==> src/rtl/cqfs_pkg.sv <==
`timescale 1ns / 1ps

package cqfs_pkg;

  localparam int MAX_COLUMNS = 5;
  localparam int COL_W       = 3;
  localparam int DATA_W      = 8;
  localparam int MAX_RES     = 3;
  localparam int CNT_W       = 2;
  localparam int QDEPTH      = 4;
  localparam int QPTR_W      = 2;
  localparam int CFG_IDX_W   = 2;

  localparam logic [COL_W-1:0]     MAX_COL    = COL_W'(MAX_COLUMNS);
  localparam logic [COL_W-1:0]     LAST_COL   = COL_W'(MAX_COLUMNS - 1);
  localparam logic [DATA_W-1:0]    DELIM_RST  = 8'd44;
  localparam logic [DATA_W-1:0]    QUOTE_RST  = 8'd34;
  localparam logic [CFG_IDX_W-1:0] CFG_DELIM  = 2'd0;
  localparam logic [CFG_IDX_W-1:0] CFG_QUOTE  = 2'd1;

  typedef enum logic [1:0] {
    KIND_BYTE      = 2'd0,
    KIND_FIELD_END = 2'd1,
    KIND_LINE_DONE = 2'd2
  } kind_e;

  typedef struct packed {
    kind_e              kind;
    logic [COL_W-1:0]   col;
    logic [DATA_W-1:0]  data;
  } result_t;

  // results caused by one input beat, slot 0 first
  typedef struct packed {
    logic [CNT_W-1:0]        n;
    result_t [MAX_RES-1:0]   res;
  } group_t;

endpackage

==> src/rtl/cqfs_front.sv <==
`timescale 1ns / 1ps

module cqfs_front (
  input  logic                            clk_i,
  input  logic                            rst_ni,
  input  logic                            push,
  input  logic [cqfs_pkg::DATA_W-1:0]     data_byte_i,
  input  logic                            line_end_i,
  input  logic                            cfg_valid_i,
  input  logic [cqfs_pkg::CFG_IDX_W-1:0]  cfg_index_i,
  input  logic [cqfs_pkg::DATA_W-1:0]     cfg_data_i,
  output logic                            cfg_ready_o,
  input  logic                            q_full_i,
  output logic                            q_push_o,
  output cqfs_pkg::group_t                q_data_o
);

  logic [cqfs_pkg::DATA_W-1:0] delim_q, quote_q;
  logic                        inq_q, pend_q, fhb_q;
  logic [cqfs_pkg::COL_W-1:0]  col_q;

  logic                        inq_d, pend_d, fhb_d;
  logic [cqfs_pkg::COL_W-1:0]  col_d;
  logic [cqfs_pkg::CNT_W-1:0]  n;
  logic                        handled, is_q, is_d, accept;
  cqfs_pkg::group_t            grp;

  assign cfg_ready_o = 1'b1;
  assign accept      = push && !q_full_i;

  always_comb begin
    grp     = '0;
    n       = '0;
    inq_d   = inq_q;
    pend_d  = 1'b0;
    col_d   = col_q;
    fhb_d   = fhb_q;
    handled = 1'b0;
    is_q    = (data_byte_i == quote_q);
    is_d    = (data_byte_i == delim_q);

    // quote seen inside quotes: doubled quote or end of quoting
    if (pend_q) begin
      if (is_q) begin
        fhb_d   = 1'b1;
        handled = 1'b1;
        if (col_d < cqfs_pkg::MAX_COL) begin
          grp.res[0] = '{kind: cqfs_pkg::KIND_BYTE, col: col_d, data: quote_q};
          n = 2'd1;
        end
      end else begin
        inq_d = 1'b0;
      end
    end

    if (!handled) begin
      if (is_q) begin
        if (inq_d) pend_d = 1'b1;
        else       inq_d  = 1'b1;
      end else if (is_d && !inq_d) begin
        if (col_d < cqfs_pkg::MAX_COL) begin
          grp.res[0] = '{kind: cqfs_pkg::KIND_FIELD_END, col: col_d, data: '0};
          n     = 2'd1;
          col_d = col_d + cqfs_pkg::COL_W'(1);
        end
        fhb_d = 1'b0;
      end else begin
        fhb_d = 1'b1;
        if (col_d < cqfs_pkg::MAX_COL) begin
          grp.res[0] = '{kind: cqfs_pkg::KIND_BYTE, col: col_d, data: data_byte_i};
          n = 2'd1;
        end
      end
    end

    if (line_end_i) begin
      if (col_d < cqfs_pkg::MAX_COL && (fhb_d || col_d == cqfs_pkg::LAST_COL)) begin
        grp.res[n] = '{kind: cqfs_pkg::KIND_FIELD_END, col: col_d, data: '0};
        n = n + 2'd1;
      end
      grp.res[n] = '{kind: cqfs_pkg::KIND_LINE_DONE, col: '0, data: '0};
      n      = n + 2'd1;
      inq_d  = 1'b0;
      pend_d = 1'b0;
      col_d  = '0;
      fhb_d  = 1'b0;
    end
    grp.n = n;
  end

  assign q_push_o = accept && (n != '0);
  assign q_data_o = grp;

  always_ff @(posedge clk_i or negedge rst_ni) begin
    if (!rst_ni) begin
      delim_q <= cqfs_pkg::DELIM_RST;
      quote_q <= cqfs_pkg::QUOTE_RST;
      inq_q   <= 1'b0;
      pend_q  <= 1'b0;
      col_q   <= '0;
      fhb_q   <= 1'b0;
    end else begin
      if (cfg_valid_i) begin
        if (cfg_index_i == cqfs_pkg::CFG_DELIM) delim_q <= cfg_data_i;
        if (cfg_index_i == cqfs_pkg::CFG_QUOTE) quote_q <= cfg_data_i;
      end
      if (accept) begin
        inq_q  <= inq_d;
        pend_q <= pend_d;
        col_q  <= col_d;
        fhb_q  <= fhb_d;
      end
    end
  end

endmodule

==> src/rtl/cqfs_queue.sv <==
`timescale 1ns / 1ps

module cqfs_queue (
  input  logic              clk_i,
  input  logic              rst_ni,
  input  logic              push_i,
  input  cqfs_pkg::group_t  data_i,
  output logic              full_o,
  input  logic              pop_i,
  output logic              valid_o,
  output cqfs_pkg::group_t  data_o
);

  cqfs_pkg::group_t                 mem_q [cqfs_pkg::QDEPTH];
  logic [cqfs_pkg::QPTR_W-1:0]      wr_q, rd_q;
  logic [cqfs_pkg::QPTR_W:0]        cnt_q;
  logic                             do_push, do_pop;

  assign full_o  = (cnt_q == (cqfs_pkg::QPTR_W+1)'(cqfs_pkg::QDEPTH));
  assign valid_o = (cnt_q != '0);
  assign data_o  = mem_q[rd_q];
  assign do_push = push_i && !full_o;
  assign do_pop  = pop_i && valid_o;

  always_ff @(posedge clk_i) begin
    if (do_push) mem_q[wr_q] <= data_i;
  end

  always_ff @(posedge clk_i or negedge rst_ni) begin
    if (!rst_ni) begin
      wr_q  <= '0;
      rd_q  <= '0;
      cnt_q <= '0;
    end else begin
      if (do_push) wr_q <= wr_q + cqfs_pkg::QPTR_W'(1);
      if (do_pop)  rd_q <= rd_q + cqfs_pkg::QPTR_W'(1);
      unique case ({do_push, do_pop})
        2'b10:   cnt_q <= cnt_q + (cqfs_pkg::QPTR_W+1)'(1);
        2'b01:   cnt_q <= cnt_q - (cqfs_pkg::QPTR_W+1)'(1);
        default: cnt_q <= cnt_q;
      endcase
    end
  end

endmodule

==> src/rtl/cqfs_back.sv <==
`timescale 1ns / 1ps

module cqfs_back (
  input  logic                          clk_i,
  input  logic                          rst_ni,
  input  logic                          q_valid_i,
  input  cqfs_pkg::group_t              q_data_i,
  output logic                          q_pop_o,
  input  logic                          pop,
  output logic                          empty,
  output logic [1:0]                    out_kind_o,
  output logic [cqfs_pkg::COL_W-1:0]    column_index_o,
  output logic [cqfs_pkg::DATA_W-1:0]   out_byte_o,
  output logic                          last_of_run_o
);

  logic                         out_valid_q;
  cqfs_pkg::result_t            out_q;
  logic                         last_q;
  logic [cqfs_pkg::CNT_W-1:0]   idx_q;
  logic                         load, is_last;
  cqfs_pkg::result_t            cur;

  assign load    = q_valid_i && (!out_valid_q || pop);
  assign cur     = q_data_i.res[idx_q];
  assign is_last = (idx_q == q_data_i.n - cqfs_pkg::CNT_W'(1));
  assign q_pop_o = load && is_last;

  always_ff @(posedge clk_i or negedge rst_ni) begin
    if (!rst_ni) begin
      out_valid_q <= 1'b0;
      idx_q       <= '0;
    end else begin
      if (load) begin
        out_valid_q <= 1'b1;
        idx_q       <= is_last ? '0 : idx_q + cqfs_pkg::CNT_W'(1);
      end else if (pop) begin
        out_valid_q <= 1'b0;
      end
    end
  end

  always_ff @(posedge clk_i) begin
    if (load) begin
      out_q  <= cur;
      last_q <= is_last;
    end
  end

  assign empty          = !out_valid_q;
  assign out_kind_o     = out_q.kind;
  assign column_index_o = out_q.col;
  assign out_byte_o     = out_q.data;
  assign last_of_run_o  = last_q;

endmodule

==> src/rtl/csv_quoted_field_splitter.sv <==
`timescale 1ns / 1ps

// CSV field splitter with quote handling.
// Input queue side: present data_byte_i / line_end_i with push; a beat is
// taken at a clock edge where push is high and full is low. Bytes are
// classified at once against the delimiter and quote registers.
// Result queue side: while empty is low the oldest result sits on
// out_kind_o / column_index_o / out_byte_o / last_of_run_o; pop takes it.
// Config: cfg_valid_i with cfg_index_i (0 delimiter, 1 quote) and
// cfg_data_i; cfg_ready_o is always high, write only while idle.
// Throughput: one input beat per cycle while full is low, one result
// beat per cycle while pop is high and results wait. A line-end byte can
// give up to three results; a 4-entry group queue between front and back
// absorbs those, so full rises only when results are produced faster than
// they are drained. Results are registered before they reach the outputs.
// Reset: parser state cleared, delimiter ',' and quote '"', queues empty.
// A stalled result holds its value until popped; upstream sees full once
// the group queue fills.
module csv_quoted_field_splitter (
  input  logic                            clk_i,
  input  logic                            rst_ni,
  input  logic                            push,
  output logic                            full,
  input  logic [cqfs_pkg::DATA_W-1:0]     data_byte_i,
  input  logic                            line_end_i,
  input  logic                            cfg_valid_i,
  output logic                            cfg_ready_o,
  input  logic [cqfs_pkg::CFG_IDX_W-1:0]  cfg_index_i,
  input  logic [cqfs_pkg::DATA_W-1:0]     cfg_data_i,
  output logic                            empty,
  input  logic                            pop,
  output logic [1:0]                      out_kind_o,
  output logic [cqfs_pkg::COL_W-1:0]      column_index_o,
  output logic [cqfs_pkg::DATA_W-1:0]     out_byte_o,
  output logic                            last_of_run_o
);

  logic             q_push, q_full, q_valid, q_pop;
  cqfs_pkg::group_t q_wdata, q_rdata;

  assign full = q_full;

  cqfs_front u_front (
    .clk_i       (clk_i),
    .rst_ni      (rst_ni),
    .push        (push),
    .data_byte_i (data_byte_i),
    .line_end_i  (line_end_i),
    .cfg_valid_i (cfg_valid_i),
    .cfg_index_i (cfg_index_i),
    .cfg_data_i  (cfg_data_i),
    .cfg_ready_o (cfg_ready_o),
    .q_full_i    (q_full),
    .q_push_o    (q_push),
    .q_data_o    (q_wdata)
  );

  cqfs_queue u_queue (
    .clk_i   (clk_i),
    .rst_ni  (rst_ni),
    .push_i  (q_push),
    .data_i  (q_wdata),
    .full_o  (q_full),
    .pop_i   (q_pop),
    .valid_o (q_valid),
    .data_o  (q_rdata)
  );

  cqfs_back u_back (
    .clk_i          (clk_i),
    .rst_ni         (rst_ni),
    .q_valid_i      (q_valid),
    .q_data_i       (q_rdata),
    .q_pop_o        (q_pop),
    .pop            (pop),
    .empty          (empty),
    .out_kind_o     (out_kind_o),
    .column_index_o (column_index_o),
    .out_byte_o     (out_byte_o),
    .last_of_run_o  (last_of_run_o)
  );

endmodule

==> config.mk <==
export PLATFORM = sky130hd
export DESIGN_NAME = csv_quoted_field_splitter
export DESIGN_NICKNAME = d
export VERILOG_FILES = /design/src/rtl/cqfs_pkg.sv /design/src/rtl/cqfs_front.sv /design/src/rtl/cqfs_queue.sv /design/src/rtl/cqfs_back.sv /design/src/rtl/csv_quoted_field_splitter.sv
export SDC_FILE = /design/constraint.sdc
export NUM_CORES = 1
export LEC_CHECK = 0
export BUFFER_PORTS_ARGS = -buffer_cell sky130_fd_sc_hd__clkbuf_2
export CAP_MARGIN = 5
export CORE_UTILIZATION = 33
export DETAILED_ROUTE_END_ITERATION = 8
export HOLD_SLACK_MARGIN = 0.02
export PLACE_DENSITY = 0.52
export SYNTH_ARGS = -nofsm -noshare
export SYNTH_HDL_FRONTEND = slang
export SYNTH_HIERARCHICAL = 1
export SYNTH_SLANG_ARGS = --single-unit
==> constraint.sdc <==
create_clock -name clk_i -period 8.1 [get_ports clk_i]
set_input_delay 1.62 -clock clk_i [delete_from_list [all_inputs] [get_ports clk_i]]
set_output_delay 1.62 -clock clk_i [all_outputs]
set_load 0.05 [all_outputs]
# Yosys cells after proc, flatten, opt, wreduce, memory -nomap -nowiden
# Memory sizes are Yosys's and may differ from the RTL's.
# Index checks and enable logic that the tools add are counted.
# word_totals
regBits,46
ramBits,164
input_bits,24
out_inout_bits,17
word_cells,120
mem_count,1
# classes
n_addsub,9
magnitude_cmp,7
eq_ne,8
mux,55
n_bitwise,3
reduce_logical,22
# mem_list
name,words,word_bits,read_ports,rd_ports_with_merged_regs,wr,line,text
u_queue.mem_q,4,41,1,0,1,cqfs_queue.sv:14,cqfs_pkg::group_t mem_q [cqfs_pkg::QDEPTH];
# op_table
operator,count
2-to-1 mux 13 bit,10
2-to-1 mux 39 bit,3
demux 13 bit (select 2 bit),2
bitwise mux 39 bit,1
AND 36 bit,1
NOT 36 bit,1
binary-select mux 13 bit (select 2 bit),1
2-to-1 mux 1 bit,22
2-to-1 mux 2 bit,9
== test 8 bit,2
2-to-1 mux 3 bit,5
2-to-1 mux 11 bit,1
adder 2 x 1 -> 2 bit (second input constant),5
logical AND 1 bit,10
less-than comparator 2 x 3 -> 1 bit (second input constant),3
adder 3 x 1 -> 3 bit (second input constant),2
== test 3 bit (second input constant),2
less-than comparator 3 bit (second input constant),2
one-hot mux 3 bit (2 select lines),1
nonzero test 2 bit,3
== test 2 x 1 -> 1 bit (second input constant),2
>= comparator 2 x 1 -> 1 bit (second input constant),2
AND reduction 2 bit,2
logical NOT 1 bit,3
8 further kinds,9

# Logic depth before layout (Yosys ltp)
# depth
ltp_word,20
mapped_depth,14
depth_no_buf,14

# Hierarchy
# Netlist, hierarchy kept.
# modules_own_cells
mod,n_inst,cells_per_inst,area_per_inst_um2,seq_area_each_um2
cqfs_queue,1,252,6397.4,5099.9
cqfs_front,1,177,1699.1,556.8
cqfs_back,1,81,910.9,495.5

# Worst setup path after synthesis
# OpenSTA, ideal clock, no wires.
# synth_timing
path_kind,input port to flip-flop
startpoint,input data_byte_i[2] (netlist name)
endpoint,register u_queue/cnt_q[2] (netlist name)
setup_time_ps,79
t_arrival_ps,3999
required_time_ps,8021
path_slack_ps,4022
cell_stages,14
n_path_buf,0
cell_sequence,xnor2_1 nand4_1 o31ai_1 inv_1 nor2_1 nor2_1 nor2b_2 inv_1 ha_1 inv_1 fa_1 xor2_1 nor2_1 xor2_1
# synth_between
elab_chain_len,20
elab_cells_between_ends,37
classes_between,add/sub (2); order compare (1); eq/ne (5); mux (21); reduce/logical (8)
# synth_lines
item,line,text
from (decl),csv_quoted_field_splitter.sv:24,"input logic [cqfs_pkg::DATA_W-1:0] data_byte_i,"
branches (longest 14 deep; another with less-than comparator 3 bit),-,
2-to-1 mux 2 bit *,cqfs_front.sv:76,if (line_end_i) begin
nonzero test 2 bit *,cqfs_front.sv:91,assign q_push_o = accept && (n != '0);
logical AND 1 bit *,cqfs_front.sv:91,
via q_push,csv_quoted_field_splitter.sv:38,"logic q_push, q_full, q_valid, q_pop;"
logical AND 1 bit *,cqfs_queue.sv:22,assign do_push = push_i && !full_o;
== test 2 x 1 -> 1 bit / == test 2 bit (equally long branches),cqfs_queue.sv:37,"unique case ({do_push, do_pop})"
one-hot mux 3 bit (2 select lines) / nonzero test 2 bit (equally long branches),-,
to (signal assigned),cqfs_queue.sv:38,2'b10: cnt_q <= cnt_q + (cqfs_pkg::QPTR_W+1)'(1);
to (signal assigned),cqfs_queue.sv:39,2'b01: cnt_q <= cnt_q - (cqfs_pkg::QPTR_W+1)'(1);
to (signal assigned),cqfs_queue.sv:40,default: cnt_q <= cnt_q;
to (decl),cqfs_queue.sv:16,logic [cqfs_pkg::QPTR_W:0] cnt_q;
# Mark *: on every way through the listed nets, which the timed path passes. The select of a mux whose other input is x is not followed.
# A chain may end at the register's enable or synchronous reset.

==> results.md <==
* GR Overflow Total at 0
* Async SR Flop Fraction at 0.152
* Port bufs at 39
* Share of cells above drive strength 1 at 0.267
* Comb pwr share at 0.286
* Seq cells post-synth at 210
* CP max FO at 24
* Post-route DRC at 0
* Root buffer cell: clkbuf_16
* Cts hold-fix bufs at 0
* Via density at 4.86
* PnR worst setup slack at 3.83 ns
* Multi-input logic area at 2540 µm²
* Placer Congestion at 0.832
* Post-Syn Instances at 510
* DP HPWL at 10800 µm
* Total wire length at 17300 µm
* Post-layout util at 0.377
* Register area share after synthesis at 0.683
* Status: finished, final reports clean
* Max-slew violations at 0
* Final setup vio count at 0
* Fmax achieved at 234 MHz
* Sw power at 1.16 mW
* Initial antenna violation count at 0
* Synth cell types at 58
* Die Ht at 167 µm
* Hold WS at 0.495 ns
* WP data arrival at 4.69 ns
* Placed insts at 877
* Die Area at 28000 µm²
* Fillers at 2496
* Mapped cell area at 9010 µm²
* Startpoint types: register
* Top Metal Used: met4
* Post-CTS Setup Bufs at 0
* Initial DRT Pass Iterations at 4
* CP endpoint kind: register
* Clk sinks at 210
* Antenna viol nets, final at 0
* Worst skew pair latency at 0.51 ns
* Min Clock Period, post-route at 4.27 ns
* Final hold violation count at 0
* Post-CTS sizing at 0
* Yosys Warn Count at 6
* Post-Layout Cell Count at 918
* Avg WL per Cell at 18.8 µm
* Largest net degree at the start of global routing at 42
* Place WS at 3.51 ns
* RSZ-0062 raised after global routing: false
* Setup Crit Path Kind: register to register
* P_leak at 3.56 nW
* Worst-Margin Slew at 1.00 ns
* Total GRT Usage at 0.128
* Max H-tree Level at 1
* Clock skew at 0.0136 ns
* Area Growth Syn to Fin at 12.4%
* Synth Flop Type: edfxtp_1
* Floorplan Core Area at 26900 µm²
* Sw Share at 0.322
* Worst EP required at 8.52 ns
* Site Rows at 60
* Routed via count at 4457
* CTS Buf Count at 23
* Internal cell power at 2.45 mW
* Clk pwr share at 0.267
* Clock-pin transition on the worst setup and hold timing paths at 0.06 ns
* CTS Buffer Depth at 3
* Tightest Hold Check Type: register to register
* Sum Neg Setup Slack at 0 ns
* WL met2 at 8090 µm
* CTS tree: done
* P per Cell Area at 357 nW/µm²
* Syn Area/Cell at 17.7 µm²
* Number of synthesized flops with an enable pin at 178
* Number of global-route vias before repair at 4834
* First-pass GRT wire length at 27400 µm
* Final nets at 596
* Peak VDD IR at 0.134 mV
* Diode count at 0
* Slew HR at 0.333
* WL met1 at 8050 µm
* Sequential share of power at 0.447
* Die width at 167 µm
* Max_cap viols at 0
* DR iter-0 viols at 386
* Initial Utilization at 0.335
* Boundary Pins at 41
* Register area at 6150 µm²
* WL met3 at 702 µm
* Period utilization at 0.527
-- through the flow --
stage          total power, mW  area [µm²]
6_report                  3.61       10100
5_1_grt                   3.81       10100
4_1_cts                   3.68       10100
3_5_place_dp              2.70        9430
3_3_place_gp              2.67        9430
2_1_floorplan             2.44        9080
-- worst paths after layout --
check	from	end	slack [ns]	cells after the start
setup / recovery	u_queue/rd_q[0]$_DFFE_PN0P_	u_queue/cnt_q[2]$_DFFE_PN0P_	3.83	12
hold / removal	u_front/fhb_q$_DFFE_PN0P_	u_front/fhb_q$_DFFE_PN0P_	0.49	1
setup reg to reg	u_queue/rd_q[0]$_DFFE_PN0P_	u_queue/cnt_q[2]$_DFFE_PN0P_	3.83	12
hold reg to reg	u_front/fhb_q$_DFFE_PN0P_	u_front/fhb_q$_DFFE_PN0P_	0.49	1
max in group asynchronous	rst_ni	u_queue/rd_q[0]$_DFFE_PN0P_	6.25	1
min in group asynchronous	rst_ni	u_front/delim_q[0]$_DFFE_PN0P_	1.23	1
-- final cells by class --
type	count	area share
Clock buffer	29	0.0601
Inverter	18	0.00667
Sequential cell	210	0.608
Clock inverter	12	0.00840
Timing Repair Buffer	46	0.0245
Multi-Input combinational cell	262	0.250
Tap cell	341	0.0421
-- sequential cells by signal, summed over array words and instances, names as in the netlist, 3 cells and up --
register / flops
u_front/quote_q: 8
u_front/delim_q: 8
u_front/col_q: 3
u_queue/cnt_q: 3
u_back/column_index_o: 3
u_queue/mem_q: 164
u_back/out_byte_o: 8
-- logic make-up after synthesis --
kind of cell / count (synthesis) / share of synthesized area
flops: 210 / 0.683
simple gates: 78 / 0.0446
mux: 74 / 0.143
buf+inv: 57 / 0.0439
compound gates: 55 / 0.0456
xor+xnor: 23 / 0.0232
fa+ha+maj: 11 / 0.0161
other cells: 2 / 0.000834
-- per-layer routing --
metal,vias up,global-route usage
li1,2049,-
met1,2282,0.175
met2,93,0.211
met3,33,0.0241
met4,0,0.0343
met5,-,0
-- cells in the mapped netlist (5+ instances only) --
cell        n  area share
a22oi_1     8      0.0067
inv_1      18      0.0075
buf_2       6      0.0033
nor2b_1     5      0.0035
mux2i_1    16       0.018
and2_1      6      0.0042
mux2_2     17       0.021
edfxtp_1  178        0.59
dfrtp_1    27       0.075
o21ai_0    12      0.0067
dfstp_2     5       0.015
buf_4      23       0.019
o21ai_1     6      0.0033
nor2_1     17      0.0071
nand2_1    23      0.0096
ha_1       10       0.014
mux4_2     38       0.095
xnor2_1    18       0.018
-- power groups by stage --
stage               combinational, mW  sequential (mW)  clock [mW]
detailed placement               1.06             1.64           0
finish                           1.03             1.61       0.965
CTS                              1.06             1.62       0.996
floorplan                       0.752             1.68           0
global placement                 1.04             1.63           0
global route                     1.13             1.65        1.04
-- worst max-delay path, cell delays in order, from the launching register on --
cell,delay (ns)
dfrtp_2,0.83
buf_4,0.55
mux4_2,0.63
xnor2_2,0.21
mux2i_1,0.34
nor2b_1,0.30
o31a_1,0.26
ha_1,0.21
inv_1,0.06
fa_1,0.37
xor2_1,0.15
nor2_1,0.11
xor2_1,0.16
-- placed cells by master, fill, tap and decap left out, drive strengths merged, types with 3 or more instances in the layout --
cell | synthesis | layout
mux2 | 17 | 17
a22oi | 8 | 8
and2 | 8 | 8
nand3 | 3 | 3
xor2 | 4 | 4
mux4 | 41 | 41
xnor2 | 19 | 19
clkbuf | 3 | 68
nand4 | 4 | 4
nor2b | 6 | 6
dfrtp | 27 | 27
nor2 | 17 | 17
inv | 18 | 20
buf | 36 | 7
nand2b | 4 | 4
o21ai | 18 | 18
dfstp | 5 | 5
edfxtp | 178 | 178
conb | 2 | 21
mux2i | 16 | 16
clkinv | 0 | 9
o21a | 3 | 3
o22ai | 3 | 3
nand2 | 23 | 23
ha | 10 | 10
o31ai | 3 | 3
nor3 | 4 | 4
Power figures use the tool's default switching activity.
